### config.mk
export PLATFORM = sky130hd
export DESIGN_NAME = aff3_div
export DESIGN_NICKNAME = d
export VERILOG_FILES = /design/src/aff3_pkg.sv /design/src/aff3_div.sv
export SDC_FILE = /design/constraint.sdc
export NUM_CORES = 2
export LEC_CHECK = 0
export CAP_MARGIN = 25
export CELL_PAD_IN_SITES_DETAIL_PLACEMENT = 0
export CELL_PAD_IN_SITES_GLOBAL_PLACEMENT = 1
export CORE_ASPECT_RATIO = 1.5
export CORE_UTILIZATION = 57
export DETAILED_ROUTE_END_ITERATION = 8
export DONT_BUFFER_PORTS = 1
export GPL_TIMING_DRIVEN = 0
export PLACE_DENSITY = 0.95
export SKIP_LAST_GASP = 1
export SYNTH_ARGS = -nofsm -noshare
export SYNTH_HDL_FRONTEND = slang
export SYNTH_SLANG_ARGS = --single-unit
### constraint.sdc
create_clock -name clk -period 10.6 [get_ports clk]
set_clock_uncertainty 0.2 [all_clocks]
set_input_delay 0 -clock clk [delete_from_list [all_inputs] [get_ports clk]]
set_output_delay 0 -clock clk [all_outputs]
set_load 0.01 [all_outputs]
### src/aff3_pkg.sv
package aff3_pkg;

	localparam int COORD_BITS = 12;
	localparam int FRAC_BITS  = 16;
	localparam int CFG_BITS   = 12;
	localparam int OUT_BITS   = 32;

	// x*y - x*y of two coordinates
	localparam int COF_BITS = 2 * COORD_BITS + 1;
	// twice a triangle area, plus sign
	localparam int DET_BITS = 2 * COORD_BITS + 2;
	// three cofactor-by-target products
	localparam int NUM_BITS = COF_BITS + CFG_BITS + 3;
	localparam int REM_BITS = DET_BITS + 1;
	localparam int DIV_STEPS = OUT_BITS;
	localparam int INT_BITS  = OUT_BITS - FRAC_BITS;

	localparam logic [CFG_BITS-1:0] WIDTH_RESET  = CFG_BITS'(70);
	localparam logic [CFG_BITS-1:0] LENGTH_RESET = CFG_BITS'(100);

	typedef enum logic [0:0] {
		REG_FIELD_WIDTH  = 1'b0,
		REG_FIELD_LENGTH = 1'b1
	} cfg_reg_t;

	typedef enum logic [1:0] {
		CORNER_0 = 2'd0,
		CORNER_1 = 2'd1,
		CORNER_2 = 2'd2,
		CORNER_3 = 2'd3
	} corner_t;

	typedef logic signed [COF_BITS-1:0] cof_t;
	typedef logic signed [DET_BITS-1:0] det_t;
	typedef logic signed [NUM_BITS-1:0] num_t;
	typedef logic        [NUM_BITS-1:0] nmag_t;
	typedef logic        [DET_BITS-1:0] dmag_t;
	typedef logic        [REM_BITS-1:0] rem_t;

	typedef struct packed {
		logic neg;
		logic ovf;
	} div_side_t;

endpackage

### src/aff3_div.sv
module aff3_div import aff3_pkg::*; (
	input  logic                       clk,
	input  logic                       en,
	input  nmag_t                      num,
	input  dmag_t                      den,
	input  div_side_t                  side,
	output logic signed [OUT_BITS-1:0] quo
);

	localparam int LAST = DIV_STEPS - 1;
	localparam logic [OUT_BITS:0] POS_LIM = {2'b00, {(OUT_BITS-1){1'b1}}};
	localparam logic [OUT_BITS:0] NEG_LIM = {2'b01, {(OUT_BITS-1){1'b0}}};

	rem_t                rem_s  [DIV_STEPS];
	dmag_t               den_s  [DIV_STEPS];
	logic [OUT_BITS-1:0] low_s  [DIV_STEPS];
	logic [OUT_BITS-1:0] q_s    [DIV_STEPS];
	div_side_t           side_s [DIV_STEPS];

	rem_t                rem_in  [DIV_STEPS];
	dmag_t               den_in  [DIV_STEPS];
	logic [OUT_BITS-1:0] low_in  [DIV_STEPS];
	logic [OUT_BITS-1:0] q_in    [DIV_STEPS];
	div_side_t           side_in [DIV_STEPS];
	rem_t                trial   [DIV_STEPS];
	rem_t                rem_nx  [DIV_STEPS];
	logic                ge      [DIV_STEPS];

	logic                rnd;
	logic [OUT_BITS:0]   mag;

	// numerator << FRAC_BITS: high part seeds the remainder, low bits stream in
	always_comb begin
		rem_in[0]  = REM_BITS'(num >> INT_BITS);
		low_in[0]  = OUT_BITS'({num, {FRAC_BITS{1'b0}}});
		q_in[0]    = '0;
		den_in[0]  = den;
		side_in[0] = side;
		for (int k = 1; k < DIV_STEPS; k++) begin
			rem_in[k]  = rem_s[k-1];
			low_in[k]  = low_s[k-1];
			q_in[k]    = q_s[k-1];
			den_in[k]  = den_s[k-1];
			side_in[k] = side_s[k-1];
		end
		for (int k = 0; k < DIV_STEPS; k++) begin
			trial[k]  = {rem_in[k][REM_BITS-2:0], low_in[k][OUT_BITS-1]};
			ge[k]     = trial[k] >= {1'b0, den_in[k]};
			rem_nx[k] = ge[k] ? trial[k] - {1'b0, den_in[k]} : trial[k];
		end
	end

	always_ff @(posedge clk) begin
		if (en) begin
			for (int k = 0; k < DIV_STEPS; k++) begin
				rem_s[k]  <= rem_nx[k];
				den_s[k]  <= den_in[k];
				low_s[k]  <= {low_in[k][OUT_BITS-2:0], 1'b0};
				q_s[k]    <= {q_in[k][OUT_BITS-2:0], ge[k]};
				side_s[k] <= side_in[k];
			end
		end
	end

	// round half away from zero, then clamp to the signed range
	always_comb begin
		rnd = {rem_s[LAST], 1'b0} >= {2'b00, den_s[LAST]};
		mag = {1'b0, q_s[LAST]} + (OUT_BITS+1)'(rnd);
		if (side_s[LAST].neg) begin
			if (side_s[LAST].ovf || mag > NEG_LIM)
				quo = signed'({1'b1, {(OUT_BITS-1){1'b0}}});
			else
				quo = signed'(-mag[OUT_BITS-1:0]);
		end else begin
			if (side_s[LAST].ovf || mag > POS_LIM)
				quo = signed'({1'b0, {(OUT_BITS-1){1'b1}}});
			else
				quo = signed'(mag[OUT_BITS-1:0]);
		end
	end

endmodule

Word level (Yosys, flattened, before mapping). Memory sizes are Yosys's and may differ from the RTL's. Index checks and enable logic that the tools add are counted.

Output and inout bits: 32. Logic and storage cells: 113. Register bits after elaboration: 0. Memories: 5. Input port bits: 70. RAM bits: 3776.

Memory list: q_s (depth 32, width 32, read ports 32, clocked after Yosys merged registers in 0, wr ports 32, RTL line aff3_div.sv:17) `logic [OUT_BITS-1:0] q_s [DIV_STEPS];`; low_s (depth 32, width 31, read ports 31, clocked after Yosys merged registers in 0, wr ports 32, RTL line aff3_div.sv:16) `logic [OUT_BITS-1:0] low_s [DIV_STEPS];`; rem_s (depth 32, width 27, read ports 32, clocked after Yosys merged registers in 0, wr ports 32, RTL line aff3_div.sv:14) `rem_t rem_s [DIV_STEPS];`; den_s (depth 32, width 26, read ports 32, clocked after Yosys merged registers in 0, wr ports 32, RTL line aff3_div.sv:15) `dmag_t den_s [DIV_STEPS];`; side_s (depth 32, width 2, read ports 32, clocked after Yosys merged registers in 0, wr ports 32, RTL line aff3_div.sv:18) `div_side_t side_s [DIV_STEPS];`.

Reduce and logical (&&, ||, !) cells: 2. Multiplexer cells: 37. $lt $le $gt $ge: 35. $add $sub $neg: 34.

Operators with widths (count): $mux 27 (32); $ge 27x26->1 (31); $sub 27x26->27 (31); $mux 32 (3); $add 32x1->33 (1); $gt 33x31->1 const B (1); $gt 33x32->1 const B (1); $neg 32->32 (1); $ge 28x26->1 (1); $sub 25x26->27 (1); $ge 25x26->1 (1); $logic_or 1x1->1 (2); $mux 1 (2).

Longest topological paths before layout. An unclocked memory read counts as a cell.

Depth in word-level cells: 7. Depth in mapped cells: 24. Gate-level depth less buffers: 22.

Worst setup path before layout. OpenSTA, ideal clock, no wires.

Path type: reg2out. Start point: memory rem_s[1][409] (netlist name). End point: output port quo[25]. Cell stages (with the launch flop): 24. Required time: 10400 ps. Slack: 5428 ps. Data arrival time: 4972 ps. Cell sequence: edfxtp_1 -> ha_1 -> a21o_1 -> a21o_1 -> a21o_1 -> a21o_1 -> a211oi_1 -> o21ai_0 -> a2111oi_0 -> o2111ai_1 -> a21boi_0 -> ha_1 -> ha_1 -> clkbuf_1 -> nand3_1 -> xor2_1 -> nand3_1 -> and3b_1 -> o211ai_2 -> nor4_4 -> a41oi_4 -> buf_6 -> o21a_1 -> o221ai_1.

RTL lines: start: declaration (RTL line aff3_div.sv:14); end: declaration (RTL line aff3_div.sv:7) `output logic signed [OUT_BITS-1:0] quo`.

==> flow_metrics.env <==
export IMPL_drv_max_cap_violation_count=0
export IMPL_synthArstFlopShare=0
export IMPL_ys_warn_count=0
export IMPL_postRouteAntennaNets=0
export IMPL_viasPerCell=5.95
export IMPL_wire_per_inst_um=23.6
export IMPL_start_kind="register"
export IMPL_arrival_ns=8.81
export IMPL_startpoint="rem_s[1][405]$_SDFFCE_PP0P_"
export IMPL_n_fill_cell=17500
export IMPL_hold_depth=2
export IMPL_critPathKind="reg2out"
export IMPL_gp_congestion=0.977
export IMPL_multi_input_area_mm2=0.0524
export IMPL_outcome="complete, no violations"
export IMPL_final_common_cell="edfxtp_1"
export IMPL_first_pass_iters=6
export IMPL_finalSetupViolCount=0
export IMPL_met1Wirelength_um=119000
export IMPL_timing_rr_end="rem_s[0][367]$_DFFE_PP_"
export IMPL_synthAdderAreaFrac=0.0884
export IMPL_coreArea_mm2=0.225
export IMPL_seqCellArea_mm2=0.0714
export IMPL_min_period_ns=9.01
export IMPL_cp_end_kind="output port"
export IMPL_cts_buffers=228
export IMPL_wl_met3_um=13400
export IMPL_fmax_ghz=0.111
export IMPL_rsz0062_at_grt="no"
export IMPL_synth_xor_area_frac=0.0418
export IMPL_hold_start="en"
export IMPL_cts_setup_buffers=0
export IMPL_cpMostUsedCell="ha_1"
export IMPL_grt_usage=0.299
export IMPL_grt_first_pass_wirelength_um=514000
export IMPL_cts_tree="yes"
export IMPL_pre_cts_ws_ns=2.32
export IMPL_first_global_vias=87400
export IMPL_wl_met2_um=181000
export IMPL_grt_max_degree=287
export IMPL_power_density_mw_per_mm2=309
export IMPL_cts_root_buf="clkbuf_16"
export IMPL_ioPinCount=102
export IMPL_cp_slowest_stage_delay_ns=1.03
export IMPL_fin_tns_setup_ns=0
export IMPL_muxShareOfSynthArea=0.0424
export IMPL_chipHeight_um=585
export IMPL_ff2ff_path_depth=11
export IMPL_synthFlopType="edfxtp_1"
export IMPL_drive_gt1_frac=0.0877
export IMPL_slew_headroom=0.110
export IMPL_start_util=0.575
export IMPL_portBuffers=0
export IMPL_hold_end="low_s[0][53]$_DFFE_PP_"
export IMPL_required_ns=10.40
export IMPL_cts_hold_buf=154
export IMPL_path_max_fanout=10
export IMPL_avgSynthCellArea_um2=11.7
export IMPL_synth_compound_area_frac=0.133
export IMPL_r2r_setup_slack_ns=5.40
export IMPL_overflow=0
export IMPL_ir_drop_v=0.000270
export IMPL_syn_inst=11000
export IMPL_synth_edff_count=2377
export IMPL_clk_pin_slew_ns=0.06
export IMPL_syn_area_mm2=0.129
export IMPL_hold_viol_final=0
export IMPL_yosysSeqAreaShare=0.553
export IMPL_via_count=87200
export IMPL_syn_nets=12000
export IMPL_synthSimpleGateAreaFrac=0.0996
export IMPL_cts_max_level=4
export IMPL_drt_iter0_drc=5667
export IMPL_synth_seq_cells=2377
export IMPL_post_route_period_util=0.850
export IMPL_clockBufferDepth=4
export IMPL_p_leak_nw=56.7
export IMPL_rr_startpoint="rem_s[0][340]$_DFFE_PP_"
export IMPL_critical_path_slowest_cell="a22oi_1"
export IMPL_cp_top_family="compound AO/OA/AOI/OAI gates"
export IMPL_routed_top_layer="met5"
export IMPL_final_cell_mix="2377 x edfxtp_1, 1178 x inv_1, 861 x ha_1"
export IMPL_dieArea_mm2=0.228
export IMPL_drv_slew=0
export IMPL_routed_wl_um=345000
export IMPL_area_growth_syn_to_layout_pct=10.6
export IMPL_synth_top_family_by_area="compound AO/OA/AOI/OAI gates"
export IMPL_final_nets=12400
export IMPL_worst_pin_slew_ns=1.33
export IMPL_ys_types=102
export IMPL_dp_hpwl_um=266000
export IMPL_postLayoutSetupSlackWorst_ns=1.59
export IMPL_die_width_um=391
export IMPL_num_rows=213
export IMPL_cts_sinks=2377
export IMPL_hp_class="in2reg"
export IMPL_ctsResizeCount=0
export IMPL_antenna_found_initial=20
export IMPL_path_buf_inv=4
export IMPL_clock_latency_ns=0.92
export IMPL_detail_route_drc_violations=0
[where the power goes]
part | internal [mW] | total (mW) | switching, mW
combinational | 8.42 | 20.3 | 11.8
clock | 4.92 | 8.53 | 3.61
sequential | 13.7 | 15.2 | 1.58
[state kept, by name, summed over array words and instances (netlist names)]
| register | flops |
|---|---|
| den_s | 832 |
| rem_s | 833 |
| low_s | 120 |
| q_s | 528 |
| side_s | 64 |
[per-stage QoR]
| stage | utilization | std cells | area (µm²) | power [mW] | hold slack [ns] |
|---|---|---|---|---|---|
| global placement | 0.591 | 14000 | 133000 | 34.7 | -0.101 |
| finish | 0.635 | 14700 | 143000 | 44.0 | 0.0577 |
| CTS | 0.635 | 14600 | 143000 | 44.0 | 0.0142 |
| detailed placement | 0.593 | 14100 | 133000 | 35.1 | -0.101 |
| floorplan | - | 11000 | 129000 | 29.0 | -0.101 |
| global route | 0.635 | 14700 | 143000 | 46.4 | 0.0522 |
[worst register-to-register path: cells and delay by family (launching register included)]
| family | cells | cell delay (ns) |
|---|---|---|
| AOI/OAI and AO/OA | 3 | 1.13 |
| adders and majority gates | 1 | 0.43 |
| buffers and inverters | 2 | 1.42 |
| DFF | 1 | 0.41 |
| and+or+nand+nor | 5 | 1.33 |
[layout make-up]
| type | count | share of cell area |
|---|---|---|
| sequential | 2377 | 0.500 |
| multi-input combinational | 7261 | 0.367 |
| clock buffer | 250 | 0.0407 |
| inverter | 1180 | 0.0310 |
| tap | 3010 | 0.0264 |
| timing repair buffer | 183 | 0.0140 |
| clock inverter | 165 | 0.0139 |
| buffer | 212 | 0.00667 |
| antenna | 19 | 0.000333 |
[how the worst max path moves through the flow]
stage	cells past startpoint	slack, ns	endpoint
floorplan	23	5.43	quo[25]
global placement	22	1.98	quo[31]
detailed placement	24	2.32	quo[27]
CTS	24	1.36	quo[27]
global route	25	1.22	quo[19]
finish	25	1.59	quo[27]
[layer usage]
metal,up-vias,GRT usage
met2,2346,0.553
met1,42300,0.298
met4,2,0.241
met3,1025,0.0405
li1,41600,-
met5,-,0
[logic make-up (layout without fill, tap and decap cells)]
group	Yosys count	count (layout)
and+or+nand+nor	2594	2594
AOI/OAI and AO/OA	2667	2667
xor gates and xnor gates	616	616
buffers and inverters	1392	1990
adders and majority gates	893	893
DFF	2377	2377
other	0	19
muxes	491	491
[Yosys cell counts (21+ instances only)]
cell | number | share of area
o31ai_1 | 77 | 0.0045
nand3_1 | 213 | 0.0083
buf_2 | 38 | 0.0015
nand4_1 | 110 | 0.0053
nand4b_1 | 29 | 0.0020
inv_1 | 1178 | 0.034
a21bo_2 | 21 | 0.0016
mux2_2 | 430 | 0.038
a2111oi_0 | 28 | 0.0019
ha_1 | 861 | 0.083
or3_1 | 86 | 0.0042
o31a_1 | 34 | 0.0023
a311oi_1 | 24 | 0.0016
edfxtp_1 | 2377 | 0.55
a211oi_1 | 59 | 0.0034
o211ai_1 | 59 | 0.0034
nor4_1 | 55 | 0.0027
clkbuf_1 | 139 | 0.0040
or2_2 | 55 | 0.0027
o41ai_1 | 24 | 0.0016
xnor2_1 | 399 | 0.027
and3_1 | 84 | 0.0041
o21bai_1 | 93 | 0.0054
nor2b_1 | 147 | 0.0071
a21boi_0 | 79 | 0.0046
xor2_1 | 217 | 0.015
o211a_1 | 21 | 0.0016
a211o_1 | 23 | 0.0016
mux2i_1 | 44 | 0.0034
a21oi_1 | 820 | 0.032
nor2_1 | 695 | 0.020
fa_1 | 32 | 0.0050
nand2b_1 | 103 | 0.0050
o21ai_0 | 545 | 0.021
o311ai_0 | 25 | 0.0017
a21o_1 | 326 | 0.019
o21a_1 | 135 | 0.0078
a31oi_1 | 64 | 0.0031
nor3_1 | 249 | 0.0097
o221ai_1 | 21 | 0.0014
nand2_1 | 591 | 0.017
and2_1 | 54 | 0.0026
a221oi_1 | 23 | 0.0016
(Power assumes the default switching activity.)
